### src/rtl/wsor_square.sv
module wsor_square #(
   parameter int W = 25
) (
   input  logic                clock,
   input  logic signed [W-1:0] a,
   output logic [2*W-1:0]      sq
);

   localparam int LW = (W + 1) / 2;
   localparam int HW = W - LW;

   logic [W-1:0]       mag;
   logic [2*HW-1:0]    hh_ff, hh_in;
   logic [HW+LW-1:0]   hl_ff, hl_in;
   logic [2*LW-1:0]    ll_ff, ll_in;
   logic [2*W-1:0]     sq_ff, sq_in;

   // split the magnitude in halves, three narrow products
   always_comb begin
      mag   = a[W-1] ? (~a + W'(1)) : a;
      hh_in = (2*HW)'(mag[W-1:LW]) * (2*HW)'(mag[W-1:LW]);
      hl_in = (HW+LW)'(mag[W-1:LW]) * (HW+LW)'(mag[LW-1:0]);
      ll_in = (2*LW)'(mag[LW-1:0]) * (2*LW)'(mag[LW-1:0]);
      sq_in = ((2*W)'(hh_ff) << (2*LW)) + ((2*W)'(hl_ff) << (LW+1)) + (2*W)'(ll_ff);
   end

   always_ff @(posedge clock) begin
      hh_ff <= hh_in;
      hl_ff <= hl_in;
      ll_ff <= ll_in;
      sq_ff <= sq_in;
   end

   assign sq = sq_ff;

endmodule

### config.mk
export PLATFORM = sky130hd
export DESIGN_NAME = wsor_square
export DESIGN_NICKNAME = d
export VERILOG_FILES = /design/src/rtl/wsor_square.sv
export SDC_FILE = /design/constraint.sdc
export NUM_CORES = 1
export LEC_CHECK = 0
export ABC_CLOCK_PERIOD_IN_PS = 9400
export BUFFER_PORTS_ARGS = -buffer_cell sky130_fd_sc_hd__buf_2
export CORE_AREA = 4 4 184 186
export CTS_CLUSTER_SIZE = 14
export DETAILED_ROUTE_END_ITERATION = 7
export DIE_AREA = 0 0 188 190
export GPL_TIMING_DRIVEN = 0
export PLACE_DENSITY = 0.72
export SETUP_SLACK_MARGIN = 0.5
export SYNTH_ARGS = -nofsm -noshare
export SYNTH_HDL_FRONTEND = slang
export SYNTH_SLANG_ARGS = --single-unit
export TNS_END_PERCENT = 1
### constraint.sdc
create_clock -name clock -period 9.4 [get_ports clock]
set_input_delay 0.94 -clock clock [delete_from_list [all_inputs] [get_ports clock]]
set_output_delay 0.94 -clock clock [all_outputs]
set_load 0.02 [all_outputs]
Word level (Yosys, flattened, before mapping)
Cells that the tools add are included.
{"block": "classes", "add_sub_neg": 3, "n_mul": 3, "n_mux": 1, "bitwise_logic": 1}
{"cell": "$add 50x26->50", "count": 1}
{"cell": "$add 50x39->50", "count": 1}
{"cell": "$mul 13x13->26", "count": 1}
{"cell": "$add 25x2->25 const B", "count": 1}
{"cell": "$mul 12x13->25", "count": 1}
{"cell": "$mux 25", "count": 1}
{"cell": "$not 25->25", "count": 1}
{"cell": "$mul 12x12->24", "count": 1}
{"block": "totals", "reg_bits": 125, "input_bits": 26, "out_inout_bits": 50, "wordCells": 12}

Longest topological paths before layout
Gate-level depths: netlist of run 1.
{"block": "logic_depth", "depth_word": 4, "depth_mapped": 32, "depth_no_buf": 29}

Worst setup path after synthesis of run 1
OpenSTA, ideal clock, no wires.
{"block": "synth_timing", "path_kind": "input to register", "startpoint": "in a[0]", "endpoint": "reg hh_ff[23]", "setup_ns": 0.124, "arrival_ns": 8.052, "required_time_ns": 9.276, "slack_ns": 1.224, "stages": 29, "n_path_buf": 2, "cell_sequence": "clkbuf_1 > clkinv_1 > clkbuf_1 > ha_1 > nand2b_1 > or3_4 > or2_1 > o31a_1 > xor2_1 > clkinv_1 > nor2_1 > inv_1 > fa_1 > inv_1 > fa_1 > inv_1 > fa_1 > inv_1 > fa_1 > inv_1 > fa_1 > inv_1 > ha_1 > and3_1 > a21oi_1 > o21ai_0 > a221oi_1 > o311a_1 > nand3_1"}
{"block": "synth_via", "elab_chain_cells": 4}
{"element": "start, declared", "line_no": "5", "rtl": "input logic signed [W-1:0] a,"}
{"element": "$not 25->25", "line_no": "20", "rtl": "mag = a[W-1] ? (~a + W'(1)) : a;"}
{"element": "$add 25x2->25", "line_no": "20"}
{"element": "$mux 25", "line_no": "20"}
{"element": "$mul 12x12->24", "line_no": "21", "rtl": "hh_in = (2*HW)'(mag[W-1:LW]) * (2*HW)'(mag[W-1:LW]);"}
{"element": "via hh_in[23]", "line_no": "13", "rtl": "logic [2*HW-1:0] hh_ff, hh_in;"}
{"element": "end signal, assigned", "line_no": "28", "rtl": "hh_ff <= hh_in;"}
{"element": "end, declared", "line_no": "13"}
The timed path passes the listed nets, and every way through them passes these cells.

Worst setup path in the final report of run 1
{"block": "layout_timing", "startpoint": "in a[0]", "endpoint": "reg ll_ff[25]"}
{"block": "layout_via", "elab_chain_cells": 4}
{"element": "$not 25->25", "line_no": "20"}
{"element": "$add 25x2->25", "line_no": "20"}
{"element": "$mux 25 (*)", "line_no": "20"}
{"element": "$mul 13x13->26 (*)", "line_no": "23", "rtl": "ll_in = (2*LW)'(mag[LW-1:0]) * (2*LW)'(mag[LW-1:0]);"}
{"element": "via ll_in[25]", "line_no": "15", "rtl": "logic [2*LW-1:0] ll_ff, ll_in;"}
{"element": "end signal, assigned", "line_no": "30", "rtl": "ll_ff <= ll_in;"}
{"element": "end, declared", "line_no": "15"}
The timed path passes the listed nets; every way through them passes the cells marked *.

==> results of run 1 <==
-- metal layers --
metal | up-vias | part of all wire
li1 | 6298 | -
met1 | 6580 | 0.43
met2 | 435 | 0.47
met3 | 76 | 0.080
met4 | 2 | 0.027
met5 | - | 0.00037
-- worst reg2reg max path, cell delays in order (launching register included) --
cell and delay [ns]:
dfxtp_1 0.33, ha_1 0.32, a211oi_1 0.32, o211a_1 0.28
o221ai_1 0.18, a31oi_1 0.52, o21ai_0 0.32, a31oi_1 0.63
nor2_1 0.14, xor2_1 0.17
-- cell families (layout without fill, tap and decap cells) --
| kind of cell | after synthesis | in the layout | synth area share |
|---|---|---|---|
| AND/OR/NAND/NOR | 494 | 494 | 0.121 |
| other | 2 | 16 | 0.000427 |
| XOR/XNOR | 121 | 121 | 0.0631 |
| flip-flops | 122 | 122 | 0.139 |
| adder cells (fa/ha/maj) | 495 | 495 | 0.476 |
| AO/OA/AOI/OAI | 221 | 221 | 0.0845 |
| buffers and inverters | 532 | 641 | 0.115 |
-- cell usage after synthesis (all sizes together) (6+ instances only) --
| library cell | number | area (µm²) |
|---|---|---|
| dfxtp | 122 | 2440 |
| and2 | 6 | 37.5 |
| o21a | 15 | 113 |
| a21o | 33 | 248 |
| o211ai | 8 | 60.1 |
| fa | 290 | 5810 |
| clkbuf | 32 | 120 |
| ha | 205 | 2560 |
| nand2b | 13 | 81.3 |
| xor2 | 37 | 354 |
| o21ai | 42 | 214 |
| nand3 | 25 | 130 |
| nand2 | 196 | 736 |
| nor2 | 184 | 698 |
| buf | 15 | 85.1 |
| nor2b | 11 | 68.8 |
| o21bai | 6 | 45.0 |
| inv | 482 | 1810 |
| xnor2 | 84 | 754 |
| a211oi | 6 | 45.0 |
| or3 | 12 | 95.1 |
| a21oi | 57 | 285 |
| nor3 | 18 | 90.1 |
| and3 | 10 | 62.6 |
| a31oi | 11 | 68.8 |
-- stage by stage --
| step | TNS (ns) | worst slack, ns | area, µm² |
|---|---|---|---|
| floorplan | 0 | 1.22 | 17600 |
| global placement | -9.97 | -1.04 | 18500 |
| detailed placement | -12.59 | -1.25 | 18500 |
| CTS | 0 | 0.477 | 19200 |
| global route | 0 | 0.467 | 19300 |
| finish | 0 | 0.773 | 19300 |
-- sequential cells by signal, summed over array words and instances, names as in the netlist --
name   flops
sq        49
hl_ff     25
ll_ff     25
hh_ff     23
-- worst paths after layout --
kind | from | to | slack [ns] | depth (start not counted)
worst min register to register | ll_ff[4]$_DFF_P_ | sq[4]$_DFF_P_ | 0.32 | 0
worst min-delay path | ll_ff[4]$_DFF_P_ | sq[4]$_DFF_P_ | 0.32 | 0
worst max-delay path | a[0] | ll_ff[25]$_DFF_P_ | 0.77 | 31
worst max register to register | hl_ff[1]$_DFF_P_ | sq[49]$_DFF_P_ | 6.07 | 9
-- layout make-up --
type                            instances  area (µm²)
Inverter                              485        1820
Tap cell                              442         553
Fill cell                            2808       12900
Multi-Input combinational cell       1347       13300
Buffer                                 47         226
Clock inverter                         14         150
Timing Repair Buffer                   77         408
Sequential cell                       122        2440
Clock buffer                           18         439
-- repair_timing --
item | CTS | global route
gates resized for setup | 13 | 31
buffers inserted | 0 | 4
hold buffers | 0 | 0
pin swaps | 0 | 2
setup endpoints to repair | 30 | 20
endpoints found under the hold margin | 0 | 0
==> impl_results.md, run 1 <==
* Max Cap Viol at 0
* Type of origin of the critical path: input port
* Post-synth cell types at 66
* Hold slack at 0.322 ns
* Clk root buf: clkbuf_16
* Tmin final at 8.63 ns
* DR iter-0 viols at 944
* Worst endpoint required time at 9.66 ns
* Critical Path Fanout Max at 10
* Crit. End Element: flip-flop
* Layout cells sized above 1 at 0.0829
* Core Region at 32,300 µm²
* Post-layout util at 0.599
* Via count at 13.4k
* H-Tree Depth at 4
* CTS tree: built
* Fin nets at 2,618
* Inst Count DP at 2,516
* Ports at 76
* RSZ-0062 raised after global routing: true
* DP Wirelength at 33,200 µm
* Most frequent CP cell: inv_1
* Routed Antenna Nets at 0
* Final setup fails at 0
* Initial Util at 0.544
* Final WL at 40,500 µm
* Slew HR at 0.118
* Worst path slowest cell: fa_1
* Post-route insts no fill at 2,552
* Mapped Avg Cell Area at 8.84 µm²
* CP Buf/Inv Count at 10
* Synth warn at 0
* Clk buf depth at 2
* Cell family with most CP delay: adder cells
* Fin. Hold Viols at 0
* Critical path arrival at 8.89 ns
* Grt met1 use at 0.322
* Worst-margin pin slew at 1.31 ns
* Worst-path clk slew at 0.06 ns
* Most frequent cells in the layout: 478 x inv_1, 290 x fa_1, 205 x ha_1
* Worst min path class: flip-flop to flip-flop
* Largest net degree at the start of global routing at 17
* Post-synthesis register bit count at 122
* Grt met2 use at 0.395
* Initial antenna violation count at 5
* Seq/Total Area, Yosys at 0.139
* Mapped Cells at 1,987
* Worst path max stage delay at 0.53 ns
* First-pass GRT wire length at 68,800 µm
* Die area at 35,700 µm²
* Commonest non-fill, non-tap cell in the layout: inv_1
* P&R area growth vs syn at 10.1%
* Vias/cell at 5.25
* Port bufs at 73
* Worst-Skew Late Latency at 0.42 ns
* # diodes at 0
* Run status: completed
* Ys flop type: dfxtp_1
* TritonCTS Buffers at 17
* GRT Total Usage at 0.240
* DIE WIDTH at 188 µm
* GR Overflow Total at 0
* Wirelength per Cell at 15.9 µm
* CTS Sinks at 122
* Residual DRC at 0
* GRT Max-Usage Layer: met2
* Fmax achieved at 0.116 GHz
* Post-synth EDFFs at 0
* Async SR Flop Fraction at 0
* Setup Skew at 0.0103 ns
* Max-slew violation count at 0
* Combined area of all synthesized cells at 17,600 µm²
* Detailed Routing Iterations Pass 1 at 5
* RD Place Congestion at 0.941
* Tcrit/Tclk final at 0.918
* Setup Crit Path Kind: input port to flip-flop
* FP Rows at 66
* Global Route met3 Usage at 0.0494
* Die span in y at 190 µm
* Vias in the first global route at 14.3k
Power of run 1 is not shown: default switching activity piles up to over one toggle a cycle in this logic, so the estimate is an artifact.
==> run 2, diff against run 1 <==
--- a/config.mk
+++ b/config.mk
@@ -7,12 +7,11 @@
 export LEC_CHECK = 0
 export ABC_CLOCK_PERIOD_IN_PS = 9400
 export BUFFER_PORTS_ARGS = -buffer_cell sky130_fd_sc_hd__buf_2
-export CORE_AREA = 4 4 184 186
+export CORE_AREA = 4 4 226 228
 export CTS_CLUSTER_SIZE = 14
 export DETAILED_ROUTE_END_ITERATION = 7
-export DIE_AREA = 0 0 188 190
+export DIE_AREA = 0 0 230 232
 export GPL_TIMING_DRIVEN = 0
-export PLACE_DENSITY = 0.72
 export SETUP_SLACK_MARGIN = 0.5
 export SYNTH_ARGS = -nofsm -noshare
 export SYNTH_HDL_FRONTEND = slang
==> impl_results.md, run 2 (synthesis results as in run 1) <==
* Detailed Routing Iterations Pass 1 at 6 (+1)
* CTS tree: built
* Routed Antenna Nets at 0 (unchanged)
* CTS Sinks at 122 (unchanged)
* Fillers at 5,015 (+79%)
* Most frequent cells in the layout: 477 x inv_1, 290 x fa_1, 205 x ha_1
* Residual DRC at 0 (unchanged)
* # diodes at 0 (unchanged)
* First-pass GRT wire length at 70,200 µm (+2.1%)
* Worst-path clk slew at 0.06 ns (about the same)
* Ports at 76 (unchanged)
* Fin. Hold Viols at 0 (unchanged)
* P&R area growth vs syn at 11.4%
* Commonest non-fill, non-tap cell in the layout: inv_1
* DR iter-0 viols at 682 (-28%)
* Slew HR at 0.0627 (-0.0556)
* Hold slack at 0.325 ns (+0.00284 ns)
* Vias in the first global route at 13.7k (-4.0%)
* Port bufs at 73 (unchanged)
* Worst-Skew Late Latency at 0.43 ns (about the same)
* Crit. End Element: flip-flop
* DIE WIDTH at 230 µm (+22%)
* Register cell area after layout at 2440 µm² (unchanged)
* Layout cells sized above 1 at 0.0812 (-0.00178)
* Vias/cell at 4.79 (-8.7%)
* Initial antenna violation count at 0 (-5)
* Type of origin of the critical path: input port
* Clk root buf: clkbuf_16
* Fmax achieved at 0.115 GHz (-0.81%)
* Placed cell areas at 18,800 µm² (+1.5%)
* Most frequent CP cell: inv_1
* Max-slew violation count at 0 (unchanged)
* Die span in y at 232 µm (+22%)
* TritonCTS Buffers at 17 (unchanged)
* Worst path slowest cell: fa_1
* Max Cap Viol at 0 (unchanged)
* Clk buf depth at 2 (unchanged)
* Critical path arrival at 9.01 ns (+0.12 ns)
* Critical Path Fanout Max at 10 (unchanged)
* H-Tree Depth at 4 (unchanged)
* GRT Total Usage at 0.165 (-0.0747)
* GR Overflow Total at 0 (unchanged)
* Worst min path class: flip-flop to flip-flop
* Fin nets at 2,615 (-0.11%)
* Hold_buf cts at 0 (unchanged)
* Setup Crit Path Kind: input port to flip-flop
* Run status: completed
* Wirelength per Cell at 15.4 µm (-3.0%)
* Setup crit start: a[0]
* Tcrit/Tclk final at 0.925 (+0.00748)
* Hold_sp: ll_ff[9]$_DFF_P_
* FP Rows at 81 (+23%)
* Via count at 13.3k (-0.87%)
* Worst-margin pin slew at 1.40 ns (+0.0881 ns)
* Tmin final at 8.70 ns (+0.0703 ns)
* Design Area, Final at 19,600 µm² (+1.2%)
* Final WL at 42,700 µm (+5.3%)
* Largest register FFs at 49 (unchanged)
* FF-to-FF path depth at 9 (unchanged)
* Setup Skew at 0.0128 ns (+0.00251 ns)
* Worst path max stage delay at 0.53 ns (about the same)
* Worst endpoint required time at 9.72 ns (+0.06 ns)
* Largest net degree at the start of global routing at 17 (unchanged)
* Die area at 53,400 µm² (+49%)
* DP Wirelength at 35,300 µm (+6.1%)
* Final setup fails at 0 (unchanged)
* RD Place Congestion at 0.898 (-4.5%)
* Core Region at 48,800 µm² (+51%)
* RSZ-0062 raised after global routing: true
* Reg2Reg Launch Point: hl_ff[1]$_DFF_P_
* Area of the multi-input gates at 13,300 µm² (-0.13%)
* Hold path cells at 0 (unchanged)
* Initial Util at 0.360 (-0.184)
==> run 2: metrics by stage <==
stage          setup WS, ns  setup TNS, ns   util  cells
2_1_floorplan          1.22              0      -   2001
3_3_place_gp          -1.47         -20.59  0.385   2738
3_5_place_dp          -1.57         -23.67  0.385   2738
4_1_cts               0.471              0  0.399   2770
5_1_grt               0.401              0  0.401   2771
6_report              0.703              0  0.401   2771
==> run 2: metal layers <==
| metal | vias up | routed length (µm) | GRT usage |
|---|---|---|---|
| met5 | - | 0 | 0 |
| met4 | 0 | 520 | 0.0348 |
| met3 | 28 | 2760 | 0.0309 |
| met2 | 363 | 19700 | 0.268 |
| met1 | 6593 | 19700 | 0.231 |
| li1 | 6290 | - | - |
==> run 2: final cells by class <==
type                    instances  area share
plain buffers                  47      0.0114
clock buffers                  18      0.0224
clock inverters                14     0.00767
inverters                     485      0.0939
multi-input cells            1347       0.678
flip-flops and latches        122       0.125
well taps                     664      0.0424
repair buffers                 74      0.0190
==> run 2: repair_timing <==
item / 4_1_cts / 5_1_grt
setup buffers: 0 / 1
endpoints found under the setup margin: 39 / 16
pin swaps: 0 / 1
resized for setup: 20 / 21
==> run 2: worst paths after layout <==
check,end,slack (ns)
setup / recovery,hh_ff[22]$_DFF_P_,0.70
setup reg to reg,sq[49]$_DFF_P_,6.19
hold reg to reg,sq[9]$_DFF_P_,0.33
hold / removal,sq[9]$_DFF_P_,0.33
==> run 2: worst max-delay path, delay by kind of cell <==
kind / cells / cell delay (ns)
AND/OR/NAND/NOR: 5 / 1.19
AO/OA/AOI/OAI: 6 / 1.55
XOR/XNOR: 2 / 0.55
adder cells (fa/ha/maj): 7 / 3.10
buffers and inverters: 11 / 1.63
Power of run 2 is left out for the same reason.
==> run 3, diff against run 2 <==
--- a/config.mk
+++ b/config.mk
@@ -7,11 +7,14 @@
 export LEC_CHECK = 0
 export ABC_CLOCK_PERIOD_IN_PS = 9400
 export BUFFER_PORTS_ARGS = -buffer_cell sky130_fd_sc_hd__buf_2
+export CELL_PAD_IN_SITES_DETAIL_PLACEMENT = 0
+export CELL_PAD_IN_SITES_GLOBAL_PLACEMENT = 1
 export CORE_AREA = 4 4 226 228
 export CTS_CLUSTER_SIZE = 14
 export DETAILED_ROUTE_END_ITERATION = 7
 export DIE_AREA = 0 0 230 232
 export GPL_TIMING_DRIVEN = 0
+export PLACE_DENSITY_LB_ADDON = 0.1
 export SETUP_SLACK_MARGIN = 0.5
 export SYNTH_ARGS = -nofsm -noshare
 export SYNTH_HDL_FRONTEND = slang
==> impl_results.md, run 3 (synthesis results as in run 1) <==
* Critical path arrival at 8.86 ns (-0.15 ns)
* FP Rows at 81 (unchanged)
* Worst path max stage delay at 0.60 ns (+0.07 ns)
* Slew HR at 0.0673 (+0.00469)
* Vias/cell at 4.68 (-2.3%)
* Most frequent cells in the layout: 478 x inv_1, 290 x fa_1, 205 x ha_1
* Worst-margin pin slew at 1.39 ns (-0.0123 ns)
* Detailed Routing Iterations Pass 1 at 5 (-1)
* Setup Skew at 0.0128 ns (+0.00000100 ns)
* Die area at 53,400 µm² (unchanged)
* RSZ-0062 raised after global routing: false
* Core Region at 48,800 µm² (unchanged)
* Largest net degree at the start of global routing at 17 (unchanged)
* Ports at 76 (unchanged)
* Final setup fails at 0 (unchanged)
* Port bufs at 73 (unchanged)
* DR iter-0 viols at 574 (-16%)
* Wirelength per Cell at 16.4 µm (+6.4%)
* Worst endpoint required time at 9.75 ns (+0.03 ns)
* Hold_buf cts at 0 (unchanged)
* Worst-path clk slew at 0.06 ns (about the same)
* Tcrit/Tclk final at 0.905 (-0.0198)
* Die span in y at 232 µm (unchanged)
* Initial Util at 0.360 (unchanged)
* Tmin final at 8.51 ns (-0.186 ns)
* # diodes at 0 (unchanged)
* P&R area growth vs syn at 11.7%
* GRT Total Usage at 0.178 (+0.0129)
* H-Tree Depth at 4 (unchanged)
* Fmax achieved at 0.117 GHz (+2.2%)
* Run status: completed
* Final WL at 45,500 µm (+6.6%)
* TritonCTS Buffers at 17 (unchanged)
* CTS Sinks at 122 (unchanged)
* Commonest non-fill, non-tap cell in the layout: inv_1
* Worst-Skew Late Latency at 0.46 ns (+0.03 ns)
* RD Place Congestion at 0.857 (-4.6%)
* Clk root buf: clkbuf_16
* Clk buf depth at 2 (unchanged)
* First-pass GRT wire length at 73,200 µm (+4.3%)
* Largest register FFs at 49 (unchanged)
* Fin nets at 2,621 (+0.23%)
* Routed Antenna Nets at 0 (unchanged)
* CTS tree: built
* Post-layout util at 0.402 (+0.000922)
* CP Buf/Inv Count at 8 (-3)
* DIE WIDTH at 230 µm (unchanged)
* GR Overflow Total at 0 (unchanged)
* Residual DRC at 0 (unchanged)
* Max-slew violation count at 0 (unchanged)
* Setup Crit Path Kind: input port to flip-flop
* Type of origin of the critical path: input port
* Initial antenna violation count at 6 (+6)
* Crit. End Element: flip-flop
* Critical Path Fanout Max at 10 (unchanged)
* Via count at 13.0k (-2.1%)
* Layout cells sized above 1 at 0.0852 (+0.00403)
* Cell family with most CP delay: adder cells
* Worst min path class: flip-flop to flip-flop
* Max Cap Viol at 0 (unchanged)
* Worst path slowest cell: xnor2_1
* Fin. Hold Viols at 0 (unchanged)
* Vias in the first global route at 13.4k (-1.8%)
* DP Wirelength at 37,600 µm (+6.6%)
==> run 3: stage by stage <==
| step | hold WS, ns | instance area, µm² | worst slack (ns) | TNS (ns) | cells |
|---|---|---|---|---|---|
| after detailed placement | 0.312 | 18800 | -2.03 | -37.11 | 2738 |
| after CTS | 0.325 | 19500 | 0.426 | 0 | 2772 |
| after floorplan | 0.310 | 17600 | 1.22 | 0 | 2001 |
| after global placement | 0.310 | 18800 | -1.97 | -35.44 | 2738 |
| after global routing | 0.326 | 19600 | 0.497 | 0 | 2777 |
| final | 0.322 | 19600 | 0.889 | 0 | 2777 |
==> run 3: per-layer routing <==
layer / track usage / vias up / share of wire
met5: 0 / - / 0
met4: 0.0336 / 0 / 0.0094
met3: 0.0394 / 22 / 0.057
met2: 0.278 / 242 / 0.45
met1: 0.256 / 6440 / 0.49
li1: - / 6287 / -
==> run 3: repair_timing <==
action                                  CTS  global route
pin swaps                                 1             2
endpoints found under the setup margin   41            20
resized for setup                        22            23
buffers inserted                          2             5
endpoints found under the hold margin     0             0
==> run 3: worst paths after layout <==
check                    from                end  slack, ns  cells past startpoint
min reg2reg  ll_ff[6]$_DFF_P_      sq[6]$_DFF_P_       0.32                      0
min          ll_ff[6]$_DFF_P_      sq[6]$_DFF_P_       0.32                      0
max                      a[0]  hh_ff[22]$_DFF_P_       0.89                     27
max reg2reg  hl_ff[1]$_DFF_P_     sq[41]$_DFF_P_       5.99                      9
==> run 3: layout make-up <==
type,instances,area [µm²]
flip-flops and latches,122,2440
plain buffers,47,233
well taps,664,831
clock inverters,14,146
fillers,5103,29200
clock buffers,18,439
multi-input cells,1347,13300
repair buffers,80,430
inverters,485,1830
Power of run 3 is left out for the same reason.
